--- config.mk ---
export PLATFORM = sky130hd
export DESIGN_NAME = calendar_unix_time_converter_flat
export DESIGN_NICKNAME = d
export VERILOG_FILES = /design/src/design/cutc_pkg.sv /design/src/design/cutc_if.sv /design/src/design/cutc_stages.sv /design/src/design/calendar_unix_time_converter.sv /design/src/flat_wrapper.sv
export SDC_FILE = /design/constraint.sdc
export NUM_CORES = 2
export LEC_CHECK = 0
export ABC_AREA = 1
export BUFFER_PORTS_ARGS = -buffer_cell sky130_fd_sc_hd__clkbuf_2
export CAP_MARGIN = 10
export CORE_AREA = 2 2 326 328
export CTS_CLUSTER_DIAMETER = 40
export DETAILED_ROUTE_END_ITERATION = 8
export DIE_AREA = 0 0 328 330
export PLACE_DENSITY = 0.83
export SLEW_MARGIN = 20
export SYNTH_ARGS = -nofsm -noshare
export SYNTH_HDL_FRONTEND = slang
export SYNTH_SLANG_ARGS = --single-unit
--- constraint.sdc ---
create_clock -name clk -period 16.1 [get_ports clk]
set_input_delay 3.22 -clock clk [delete_from_list [all_inputs] [get_ports clk]]
set_output_delay 3.22 -clock clk [all_outputs]
set_load 0.02 [all_outputs]
--- src/design/cutc_pkg.sv ---
// Shared types, constants and calendar tables for the calendar / Unix time converter.
// No dependencies; compiled first.
`default_nettype none

package cutc_pkg;

  localparam int CUTC_DEPTH = 10;

  localparam logic        OP_DATE_TO_SECS = 1'b0;
  localparam logic        OP_SECS_TO_DATE = 1'b1;

  localparam logic [11:0] EPOCH_YEAR         = 12'd1970;
  localparam logic [11:0] LAST_YEAR          = 12'd2099;
  localparam logic [8:0]  LEAPS_BEFORE_EPOCH = 9'd492;
  localparam logic [8:0]  DAYS_PER_YEAR      = 9'd365;
  localparam logic [10:0] DAYS_2Y            = 11'd730;
  localparam logic [10:0] DAYS_3Y            = 11'd1095;
  localparam logic [10:0] DAYS_PER_CYCLE     = 11'd1461;
  localparam logic [16:0] SECS_PER_DAY       = 17'd86400;
  localparam logic [11:0] SECS_PER_HOUR      = 12'd3600;
  localparam logic [5:0]  SECS_PER_MIN       = 6'd60;
  localparam logic [4:0]  MAX_HOUR           = 5'd23;
  localparam logic [5:0]  MAX_MIN_SEC        = 6'd59;
  localparam logic [31:0] MAX_UNIX           = 32'd4102444799;

  // floor(2^k / d) reciprocals; estimates are at most one low
  localparam logic [25:0] DAY_RECIP   = 26'd50903316;  // 2^35 / 675, on t >> 7
  localparam logic [16:0] CYCLE_RECIP = 17'd91867;     // 2^27 / 1461
  localparam logic [17:0] HOUR_RECIP  = 18'd149130;    // 2^29 / 3600
  localparam logic [14:0] MIN_RECIP   = 15'd17476;     // 2^20 / 60

  typedef struct packed {
    logic        opcode;
    logic [11:0] in_year;
    logic [3:0]  in_month;
    logic [4:0]  in_day;
    logic [4:0]  in_hours;
    logic [5:0]  in_minutes;
    logic [5:0]  in_seconds;
    logic [31:0] in_unix_seconds;
  } cutc_in_t;

  typedef struct packed {
    logic [31:0] out_unix_seconds;
    logic [11:0] out_year;
    logic [3:0]  out_month;
    logic [4:0]  out_day;
    logic [4:0]  out_hours;
    logic [5:0]  out_minutes;
    logic [5:0]  out_seconds;
    logic        range_error;
  } cutc_out_t;

  function automatic logic [4:0] month_len(input logic [3:0] month, input logic leap);
    logic [4:0] n;
    case (month) inside
      4'd2:                                  n = leap ? 5'd29 : 5'd28;
      4'd4, 4'd6, 4'd9, 4'd11:               n = 5'd30;
      4'd1, 4'd3, 4'd5, 4'd7, 4'd8, 4'd10, 4'd12: n = 5'd31;
      default:                               n = 5'd0;
    endcase
    return n;
  endfunction

  // days of the year before the first of the month
  function automatic logic [8:0] month_start(input logic [3:0] month, input logic leap);
    logic [8:0] n;
    case (month)
      4'd2:    n = 9'd31;
      4'd3:    n = 9'd59;
      4'd4:    n = 9'd90;
      4'd5:    n = 9'd120;
      4'd6:    n = 9'd151;
      4'd7:    n = 9'd181;
      4'd8:    n = 9'd212;
      4'd9:    n = 9'd243;
      4'd10:   n = 9'd273;
      4'd11:   n = 9'd304;
      4'd12:   n = 9'd334;
      default: n = 9'd0;
    endcase
    return n + {8'd0, leap && (month > 4'd2) && (month <= 4'd12)};
  endfunction

endpackage

`default_nettype wire

--- src/design/cutc_if.sv ---
// Valid/ready channel interfaces for the converter's input and result beats.
// Depends on cutc_pkg.
`default_nettype none

interface cutc_in_if;
  import cutc_pkg::*;
  logic     valid;
  logic     ready;
  cutc_in_t data;
  modport source (output valid, output data, input ready);
  modport sink   (input valid, input data, output ready);
endinterface

interface cutc_out_if;
  import cutc_pkg::*;
  logic      valid;
  logic      ready;
  cutc_out_t data;
  modport source (output valid, output data, input ready);
  modport sink   (input valid, input data, output ready);
endinterface

`default_nettype wire

--- src/design/cutc_stages.sv ---
// Payload pipeline of the converter: nine working stages and the result register.
// Depends on cutc_pkg; advanced by the top level's stall control.
`default_nettype none

module cutc_stages (
  input  logic                clk,
  input  logic                adv,
  input  cutc_pkg::cutc_in_t  in_beat,
  output cutc_pkg::cutc_out_t out_beat
);
  import cutc_pkg::*;

  typedef struct packed {
    logic        opcode;
    logic        err;
    // date to seconds
    logic [4:0]  day;
    logic [4:0]  hh;
    logic [5:0]  mm;
    logic [5:0]  ss;
    logic [15:0] days_yr;
    logic [8:0]  doy_pre;
    logic [15:0] days_f;
    logic [16:0] hms;
    logic [31:0] prod;
    logic [31:0] fsecs;
    // seconds to date
    logic [31:0] t;
    logic [50:0] p1;
    logic [15:0] q0;
    logic [31:0] p2;
    logic [15:0] days_r;
    logic [16:0] rem;
    logic [15:0] dd;
    logic [32:0] p3;
    logic [34:0] p4;
    logic [5:0]  q4;
    logic [15:0] m4;
    logic [4:0]  hr;
    logic [16:0] mh;
    logic [10:0] r4c;
    logic [11:0] r2c;
    logic [26:0] p5;
    logic [1:0]  yi;
    logic [8:0]  doy;
    logic [11:0] oyear;
    logic        leap;
    logic [3:0]  omonth;
    logic [8:0]  mstart;
    logic [5:0]  mi;
    logic [11:0] mm60;
    logic [4:0]  oday;
    logic [5:0]  osec;
  } work_t;

  localparam int NW = CUTC_DEPTH - 1;

  work_t     st_r   [1:NW];
  work_t     st_nxt [1:NW];
  cutc_out_t out_r, out_nxt;

  function automatic work_t stage1(input cutc_in_t i);
    work_t       w;
    logic        lp;
    logic        ok_f;
    logic [11:0] yoff;
    logic [11:0] ym1;
    w       = '0;
    lp      = (i.in_year[1:0] == 2'd0);
    ok_f    = (i.in_year >= EPOCH_YEAR) && (i.in_year <= LAST_YEAR) &&
              (i.in_day != 5'd0) && (i.in_day <= month_len(i.in_month, lp)) &&
              (i.in_hours <= MAX_HOUR) && (i.in_minutes <= MAX_MIN_SEC) &&
              (i.in_seconds <= MAX_MIN_SEC);
    yoff    = i.in_year - EPOCH_YEAR;
    ym1     = i.in_year - 12'd1;
    w.opcode  = i.opcode;
    w.err     = (i.opcode == OP_SECS_TO_DATE) ? (i.in_unix_seconds > MAX_UNIX) : !ok_f;
    w.days_yr = 16'(yoff) * 16'(DAYS_PER_YEAR) + 16'(ym1[11:2]) - 16'(LEAPS_BEFORE_EPOCH);
    w.doy_pre = month_start(i.in_month, lp);
    w.day     = i.in_day;
    w.hh      = i.in_hours;
    w.mm      = i.in_minutes;
    w.ss      = i.in_seconds;
    w.t       = i.in_unix_seconds;
    w.p1      = 51'(i.in_unix_seconds[31:7]) * 51'(DAY_RECIP);
    return w;
  endfunction

  function automatic work_t stage2(input work_t p);
    work_t w;
    w        = p;
    w.days_f = p.days_yr + 16'(p.doy_pre) + 16'(p.day) - 16'd1;
    w.hms    = 17'(p.hh) * 17'(SECS_PER_HOUR) + 17'(p.mm) * 17'(SECS_PER_MIN) + 17'(p.ss);
    w.q0     = p.p1[50:35];
    w.p2     = 32'(p.p1[50:35]) * 32'(SECS_PER_DAY);
    return w;
  endfunction

  function automatic work_t stage3(input work_t p);
    work_t       w;
    logic [31:0] diff;
    logic [17:0] r;
    w      = p;
    w.prod = 32'(p.days_f) * 32'(SECS_PER_DAY);
    diff   = p.t - p.p2;
    r      = diff[17:0];
    if (r >= 18'(SECS_PER_DAY)) begin
      w.days_r = p.q0 + 16'd1;
      w.rem    = 17'(r - 18'(SECS_PER_DAY));
    end else begin
      w.days_r = p.q0;
      w.rem    = r[16:0];
    end
    return w;
  endfunction

  function automatic work_t stage4(input work_t p);
    work_t       w;
    logic [15:0] d;
    w       = p;
    w.fsecs = p.prod + 32'(p.hms);
    d       = p.days_r + 16'(DAYS_PER_YEAR);   // cycles start on 1969-01-01
    w.dd    = d;
    w.p3    = 33'(d) * 33'(CYCLE_RECIP);
    w.p4    = 35'(p.rem) * 35'(HOUR_RECIP);
    return w;
  endfunction

  function automatic work_t stage5(input work_t p);
    work_t w;
    w    = p;
    w.q4 = p.p3[32:27];
    w.m4 = 16'(p.p3[32:27]) * 16'(DAYS_PER_CYCLE);
    w.hr = p.p4[33:29];
    w.mh = 17'(p.p4[33:29]) * 17'(SECS_PER_HOUR);
    return w;
  endfunction

  function automatic work_t stage6(input work_t p);
    work_t       w;
    logic [15:0] d4;
    logic [11:0] r4;
    logic [16:0] d2;
    logic [12:0] r2;
    w  = p;
    d4 = p.dd - p.m4;
    r4 = d4[11:0];
    if (r4 >= 12'(DAYS_PER_CYCLE)) begin
      w.q4  = p.q4 + 6'd1;
      w.r4c = 11'(r4 - 12'(DAYS_PER_CYCLE));
    end else begin
      w.r4c = r4[10:0];
    end
    d2 = p.rem - p.mh;
    r2 = d2[12:0];
    if (r2 >= 13'(SECS_PER_HOUR)) begin
      w.hr  = p.hr + 5'd1;
      w.r2c = 12'(r2 - 13'(SECS_PER_HOUR));
    end else begin
      w.r2c = r2[11:0];
    end
    return w;
  endfunction

  function automatic work_t stage7(input work_t p);
    work_t      w;
    logic [1:0] y;
    w       = p;
    // last year of each four-year cycle is the leap year
    y       = 2'(p.r4c >= 11'(DAYS_PER_YEAR)) + 2'(p.r4c >= DAYS_2Y) + 2'(p.r4c >= DAYS_3Y);
    w.yi    = y;
    w.leap  = (y == 2'd3);
    w.doy   = 9'(p.r4c - 11'(y) * 11'(DAYS_PER_YEAR));
    w.oyear = (EPOCH_YEAR - 12'd1) + {4'd0, p.q4, 2'b00} + 12'(y);
    w.p5    = 27'(p.r2c) * 27'(MIN_RECIP);
    return w;
  endfunction

  function automatic work_t stage8(input work_t p);
    work_t      w;
    logic [3:0] cnt;
    w   = p;
    cnt = 4'd1;
    for (int m = 2; m <= 12; m++) begin
      cnt = cnt + 4'(p.doy >= month_start(4'(m), p.leap));
    end
    w.omonth = cnt;
    w.mstart = month_start(cnt, p.leap);
    w.mi     = p.p5[25:20];
    w.mm60   = 12'(p.p5[25:20]) * 12'(SECS_PER_MIN);
    return w;
  endfunction

  function automatic work_t stage9(input work_t p);
    work_t       w;
    logic [8:0]  dm;
    logic [11:0] ds;
    w    = p;
    dm   = p.doy - p.mstart + 9'd1;
    w.oday = dm[4:0];
    ds   = p.r2c - p.mm60;
    if (ds >= 12'(SECS_PER_MIN)) begin
      w.mi   = p.mi + 6'd1;
      w.osec = 6'(ds - 12'(SECS_PER_MIN));
    end else begin
      w.osec = ds[5:0];
    end
    return w;
  endfunction

  always_comb begin
    st_nxt[1] = stage1(in_beat);
    st_nxt[2] = stage2(st_r[1]);
    st_nxt[3] = stage3(st_r[2]);
    st_nxt[4] = stage4(st_r[3]);
    st_nxt[5] = stage5(st_r[4]);
    st_nxt[6] = stage6(st_r[5]);
    st_nxt[7] = stage7(st_r[6]);
    st_nxt[8] = stage8(st_r[7]);
    st_nxt[9] = stage9(st_r[8]);
  end

  always_comb begin
    out_nxt = '0;
    if (st_r[NW].err) begin
      out_nxt.range_error = 1'b1;
    end else if (st_r[NW].opcode == OP_SECS_TO_DATE) begin
      out_nxt.out_year    = st_r[NW].oyear;
      out_nxt.out_month   = st_r[NW].omonth;
      out_nxt.out_day     = st_r[NW].oday;
      out_nxt.out_hours   = st_r[NW].hr;
      out_nxt.out_minutes = st_r[NW].mi;
      out_nxt.out_seconds = st_r[NW].osec;
    end else begin
      out_nxt.out_unix_seconds = st_r[NW].fsecs;
    end
  end

  always_ff @(posedge clk) begin
    if (adv) begin
      st_r  <= st_nxt;
      out_r <= out_nxt;
    end
  end

  assign out_beat = out_r;

endmodule

`default_nettype wire

--- src/design/calendar_unix_time_converter.sv ---
// Calendar date-time <-> Unix seconds converter, top level: beat handshake and stage valids.
// Depends on cutc_pkg, cutc_if and cutc_stages.
//
// Usage:
//   in_ch carries one request beat: opcode 0 turns year/month/day/hours/minutes/seconds
//   into seconds since 1970-01-01 00:00:00, opcode 1 turns in_unix_seconds into a date.
//   Supported span is 1970 to 2099; anything outside it returns range_error with every
//   other result field zero. The unused direction's fields of a result read as zero.
//   out_ch returns exactly one result beat per request, in request order.
// Timing:
//   Ten register stages, the first loaded on the edge that takes the request; the result
//   is presented on out_ch once it reaches the result register, the last of them.
//   One request is taken per cycle while no result waits on out_ch.ready, so the pipe
//   sustains one item per clock when unstalled. The depth is set by the chain of reciprocal
//   multiplies and corrections for the day, four-year cycle, hour and minute splits.
// Reset and stalls:
//   rst_n (synchronous, active low) empties the pipe; no result is shown afterwards
//   until a new request has passed through. While a result waits on out_ch.ready the
//   whole pipe holds and in_ch.ready is low; nothing is lost or repeated.
`default_nettype none

module calendar_unix_time_converter (
  input  logic        clk,
  input  logic        rst_n,
  cutc_in_if.sink     in_ch,
  cutc_out_if.source  out_ch
);
  import cutc_pkg::*;

  logic [CUTC_DEPTH-1:0] vld_r, vld_nxt;
  logic                  adv;

  assign adv          = !vld_r[CUTC_DEPTH-1] || out_ch.ready;
  assign in_ch.ready  = adv;
  assign out_ch.valid = vld_r[CUTC_DEPTH-1];

  always_comb begin
    vld_nxt = vld_r;
    if (adv) begin
      vld_nxt = {vld_r[CUTC_DEPTH-2:0], in_ch.valid};
    end
  end

  always_ff @(posedge clk) begin
    if (!rst_n) begin
      vld_r <= '0;
    end else begin
      vld_r <= vld_nxt;
    end
  end

  cutc_stages u_stages (
    .clk      (clk),
    .adv      (adv),
    .in_beat  (in_ch.data),
    .out_beat (out_ch.data)
  );

endmodule

`default_nettype wire

--- src/flat_wrapper.sv ---
// flat-port wrapper written by rule: the top's interface ports become plain ports
module calendar_unix_time_converter_flat import cutc_pkg::*;
  (clk, rst_n, in_ch_valid, in_ch_data, in_ch_ready, out_ch_valid, out_ch_data, out_ch_ready);
  cutc_in_if in_ch_i ();
  cutc_out_if out_ch_i ();
  input  logic clk;
  input  logic rst_n;
  input wire logic [$bits(in_ch_i.valid)-1:0] in_ch_valid;
  input wire logic [$bits(in_ch_i.data)-1:0] in_ch_data;
  output wire logic [$bits(in_ch_i.ready)-1:0] in_ch_ready;
  output wire logic [$bits(out_ch_i.valid)-1:0] out_ch_valid;
  output wire logic [$bits(out_ch_i.data)-1:0] out_ch_data;
  input wire logic [$bits(out_ch_i.ready)-1:0] out_ch_ready;
  assign in_ch_i.valid = in_ch_valid;
  assign in_ch_i.data = in_ch_data;
  assign in_ch_ready = in_ch_i.ready;
  assign out_ch_valid = out_ch_i.valid;
  assign out_ch_data = out_ch_i.data;
  assign out_ch_i.ready = out_ch_ready;
  calendar_unix_time_converter u_core (.clk(clk), .rst_n(rst_n), .in_ch(in_ch_i), .out_ch(out_ch_i));
endmodule
==> flow_summary_export.csv <==
group,metric,value,unit
run_status,status,"completed",
hold_path,hp-class,"reg -> reg",
place,port_buffers,147,
drt,avgViaCountPerCell,5.35,
global_routing,overflow,0,
synth,netlist_top_cells_area,"edfxtp_1 (37%), ha_1 (20%), fa_1 (14%), inv_1 (7.9%), nand2_1 (4.8%)",
timing,hold_viol_final,0,
drt,ant_nets,0,
layout,fill_cells,7781,
global_routing,antenna_found_initial,0,
place,dp_hpwl,95.4,mm
critical_path,cp.arrival,8.57,ns
flow_run,cap_violations,0,
critical_path,slowest_stage,"fa_1",
synth,syn-cell-area,62600,µm²
clock_tree,cts_resized,0,
critical_path,ff2ff_setup_slack,8.75,ns
global_routing,grt_usage,23.4,%
synth,async_flop_share,0,%
timing,setup_tns,0,ns
drt,drc_errors,0,
layout,area_delta_synth_final,9.99,%
global_routing,grt_max_degree,229,
synth,yosysSeqAreaShare,37.5,%
timing,relSlewSlack,31.5,%
critical_path,worst-path-buf-inv,7,
timing,layout_min_cycle_time,8.15,ns
floorplanning,core,105000,µm²
drt,dr_wl_met2,64.4,mm
drt,wirelength,123,mm
layout,finalNetCount,7798,
floorplanning,fp-row-count,119,
drt,met1_length,49.6,mm
timing,drv_slew,0,
synth,syn-num-nets,7560,
place,dp_slack,7.33,ns
floorplanning,die_h,330,µm
floorplanning,die_w,328,µm
critical_path,slowest_delay,0.53,ns
synth,ys_warn_count,0,
timing,rsz0062_at_grt,"no",
critical_path,critPathTopFamily,"adder cells",
critical_path,path_common_cell,"inv_1",
critical_path,critPathKind,"in -> reg",
critical_path,rr_worst_depth,30,
synth,synth_seq_cells,784,
clock_tree,tritoncts,"built",
drt,drt_pre_antenna_iters,6,
global_routing,grt_pass1_vias,43200,
drt,wl_met3,5.21,mm
synth,synth_cell_types,60,
critical_path,cp-start-kind,"primary input",
hold_path,worstHoldStart,"u_core.u_stages.st_nxt[2466]",
timing,setup_ws,7.95,ns
critical_path,required,16.52,ns
floorplanning,start_util,59.8,%
critical_path,path_max_fanout,12,
hold_path,hold_end,"u_core.u_stages.st_nxt[1912]",
critical_path,cp-end-kind,"flop",
synth,synth_top_area_share,37.2,%
clock_tree,numCtsBuffers,105,
synth,avgSynthCellArea,10.4,µm²
clock_tree,clk_path_buf_depth,3,
layout,num_antenna_cells,0,
drt,wl_per_cell,15.9,µm
clock_tree,root_buffer,"clkbuf_16",
clock_tree,cts.reportedPaths.clkPinSlew,0.05,ns
timing,timing.final.crit_share,50.6,%
clock_tree,cts_hold_buf,0,
layout,multi_input_area,34000,µm²
clock_tree,htree_num_levels,3,
timing,tightest_slew,1.03,ns
timing,finClkSkew,0.0488,ns
critical_path,cp_cell_sequence,"clkbuf_2, inv_1, ha_1, inv_1, ha_1, inv_1, fa_1, inv_1, fa_1, inv_1, fa_1, inv_1, fa_1, fa_1, ha_1, a21oi_1, o21ai_0, a21oi_1, o21ai_0, a21oi_1, nand2_1, nand2_1, nand2_1",
floorplanning,ios,148,
hold_path,worst_hold_path.num_cells,0,
global_routing,grt_pass1_wl,206,mm
layout,utilization,65.7,%
drt,drt_iter0_drc,2323,
synth,yosysTopAreaCell,"edfxtp_1",
synth,synth-main-ff-cell,"edfxtp_1",
drt,top_layer_used,"met4",
place,gp_congestion,0.966,
clock_tree,clk-insertion-delay-late,0.71,ns
synth,synth_edf_count,774,
drt,vias,41400,
layout,drive_gt1_share,6.10,%
floorplanning,dieArea,108000,µm²
timing,finalSetupViolations,0,
layout,seq_area,23400,µm²
synth,postSynthCellCount,6018,
critical_path,regToRegEndpoint,"u_core.u_stages.st_nxt[2375]",
critical_path,reg2reg_from,"u_core.u_stages.st_nxt[3031]",
clock_tree,cts_setup_buffers,0,
clock_tree,cts.sink_count,784,
timing,max_freq,0.123,GHz
sequential cells by signal, indices dropped and copies added (netlist names):
| register | cells |
|---|---|
| u_core.u_stages.out_beat | 71 |
| u_core.u_stages.st_r | 88 |
| u_core.vld_r | 10 |
| u_core.u_stages.st_nxt | 615 |
per-stage QoR:
| step | instance area (µm²) | hold slack [ns] | std cells |
|---|---|---|---|
| 6_report | 68800 | 0.374 | 7739 |
| 5_1_grt | 68800 | 0.384 | 7739 |
| 4_1_cts | 68800 | 0.372 | 7738 |
| 3_5_place_dp | 65000 | 0.405 | 7539 |
| 3_3_place_gp | 65000 | 0.400 | 7539 |
| 2_1_floorplan | 62600 | 0.400 | 6018 |
cell type report:
cell class	instances	share of cell area [%]
timing repair buffer	157	1.23
clock inverter	87	1.66
multi-input combinational	3881	49.4
clock buffer	112	3.86
inverter	1327	7.25
sequential	784	34.1
tap	1391	2.53
kinds of logic after synthesis:
group,after synthesis,share of synthesized area [%]
AND/OR/NAND/NOR,1576,10.7
buffers and inverters,1353,8.18
AO/OA/AOI/OAI,564,5.07
adder cells (fa/ha/maj),1467,34.7
XOR/XNOR,274,3.85
flip-flops,784,37.5
worst reg2reg max path, delay by kind of cell, from the launching register on:
kind                       cells  cell delay [ns]
DFF                            1             0.52
adders and majority gates      8             3.70
xor gates and xnor gates       1             0.63
buffers and inverters          5             0.37
and+or+nand+nor               12             1.05
AOI/OAI and AO/OA              4             0.84
cell usage in the layout, fill, tap and decap left out, types with 20 or more instances in the layout:
cell,netlist,routed
inv_1,1323,1323
ha_1,1018,1018
nand2_1,804,804
edfxtp_1,774,774
fa_1,449,449
nor2_1,354,354
a21oi_1,271,271
nand3_1,224,224
xor2_1,182,182
o21ai_0,151,151
clkbuf_2,0,147
clkbuf_16,0,105
xnor2_1,91,91
nand4_1,66,66
nor3_1,49,49
o21bai_1,20,20
cell usage after synthesis (4+ instances only):
cell type	count
edfxtp_1	774
o211ai_1	17
o21ai_0	151
xor2_1	182
a31oi_1	17
a21boi_0	7
ha_1	1018
o2111ai_1	7
nand3b_1	12
a21oi_1	271
xnor2_1	91
nand2_1	804
fa_1	449
nor2_1	354
nor4_1	15
nand3_1	224
o21bai_1	20
nor3_1	49
clkbuf_1	14
inv_2	4
inv_1	1323
a21o_1	17
nand2_2	12
o21ai_1	11
nand4_1	66
nand3_2	5
o21a_1	10
buf_2	6
o31ai_1	6
nor2_2	5
a211oi_1	8
or2_2	10
dfxtp_1	10
o221ai_1	4
layer usage:
metal,global-route usage [%],vias to the layer above
met4,8.43,0
met2,43.2,1011
met5,0,-
li1,-,20300
met1,27.8,19900
met3,3.22,269
worst max path at each step:
stage / slack [ns] / start / to / depth (start not counted)
3_5_place_dp: 7.33 / in_ch_data[13] / u_core.u_stages.st_nxt[4202] / 19
6_report: 7.95 / in_ch_data[11] / u_core.u_stages.st_nxt[4201] / 23
5_1_grt: 7.67 / in_ch_data[11] / u_core.u_stages.st_nxt[4201] / 23
4_1_cts: 8.05 / in_ch_data[11] / u_core.u_stages.st_nxt[4201] / 23
3_3_place_gp: 7.41 / in_ch_data[11] / u_core.u_stages.st_nxt[4201] / 23
2_1_floorplan: 1.26 / out_ch_ready / in_ch_ready / 2
Power is left out: the tool's default activity adds up to more than one toggle a clock period on the data nets, which glitch-free logic cannot reach.
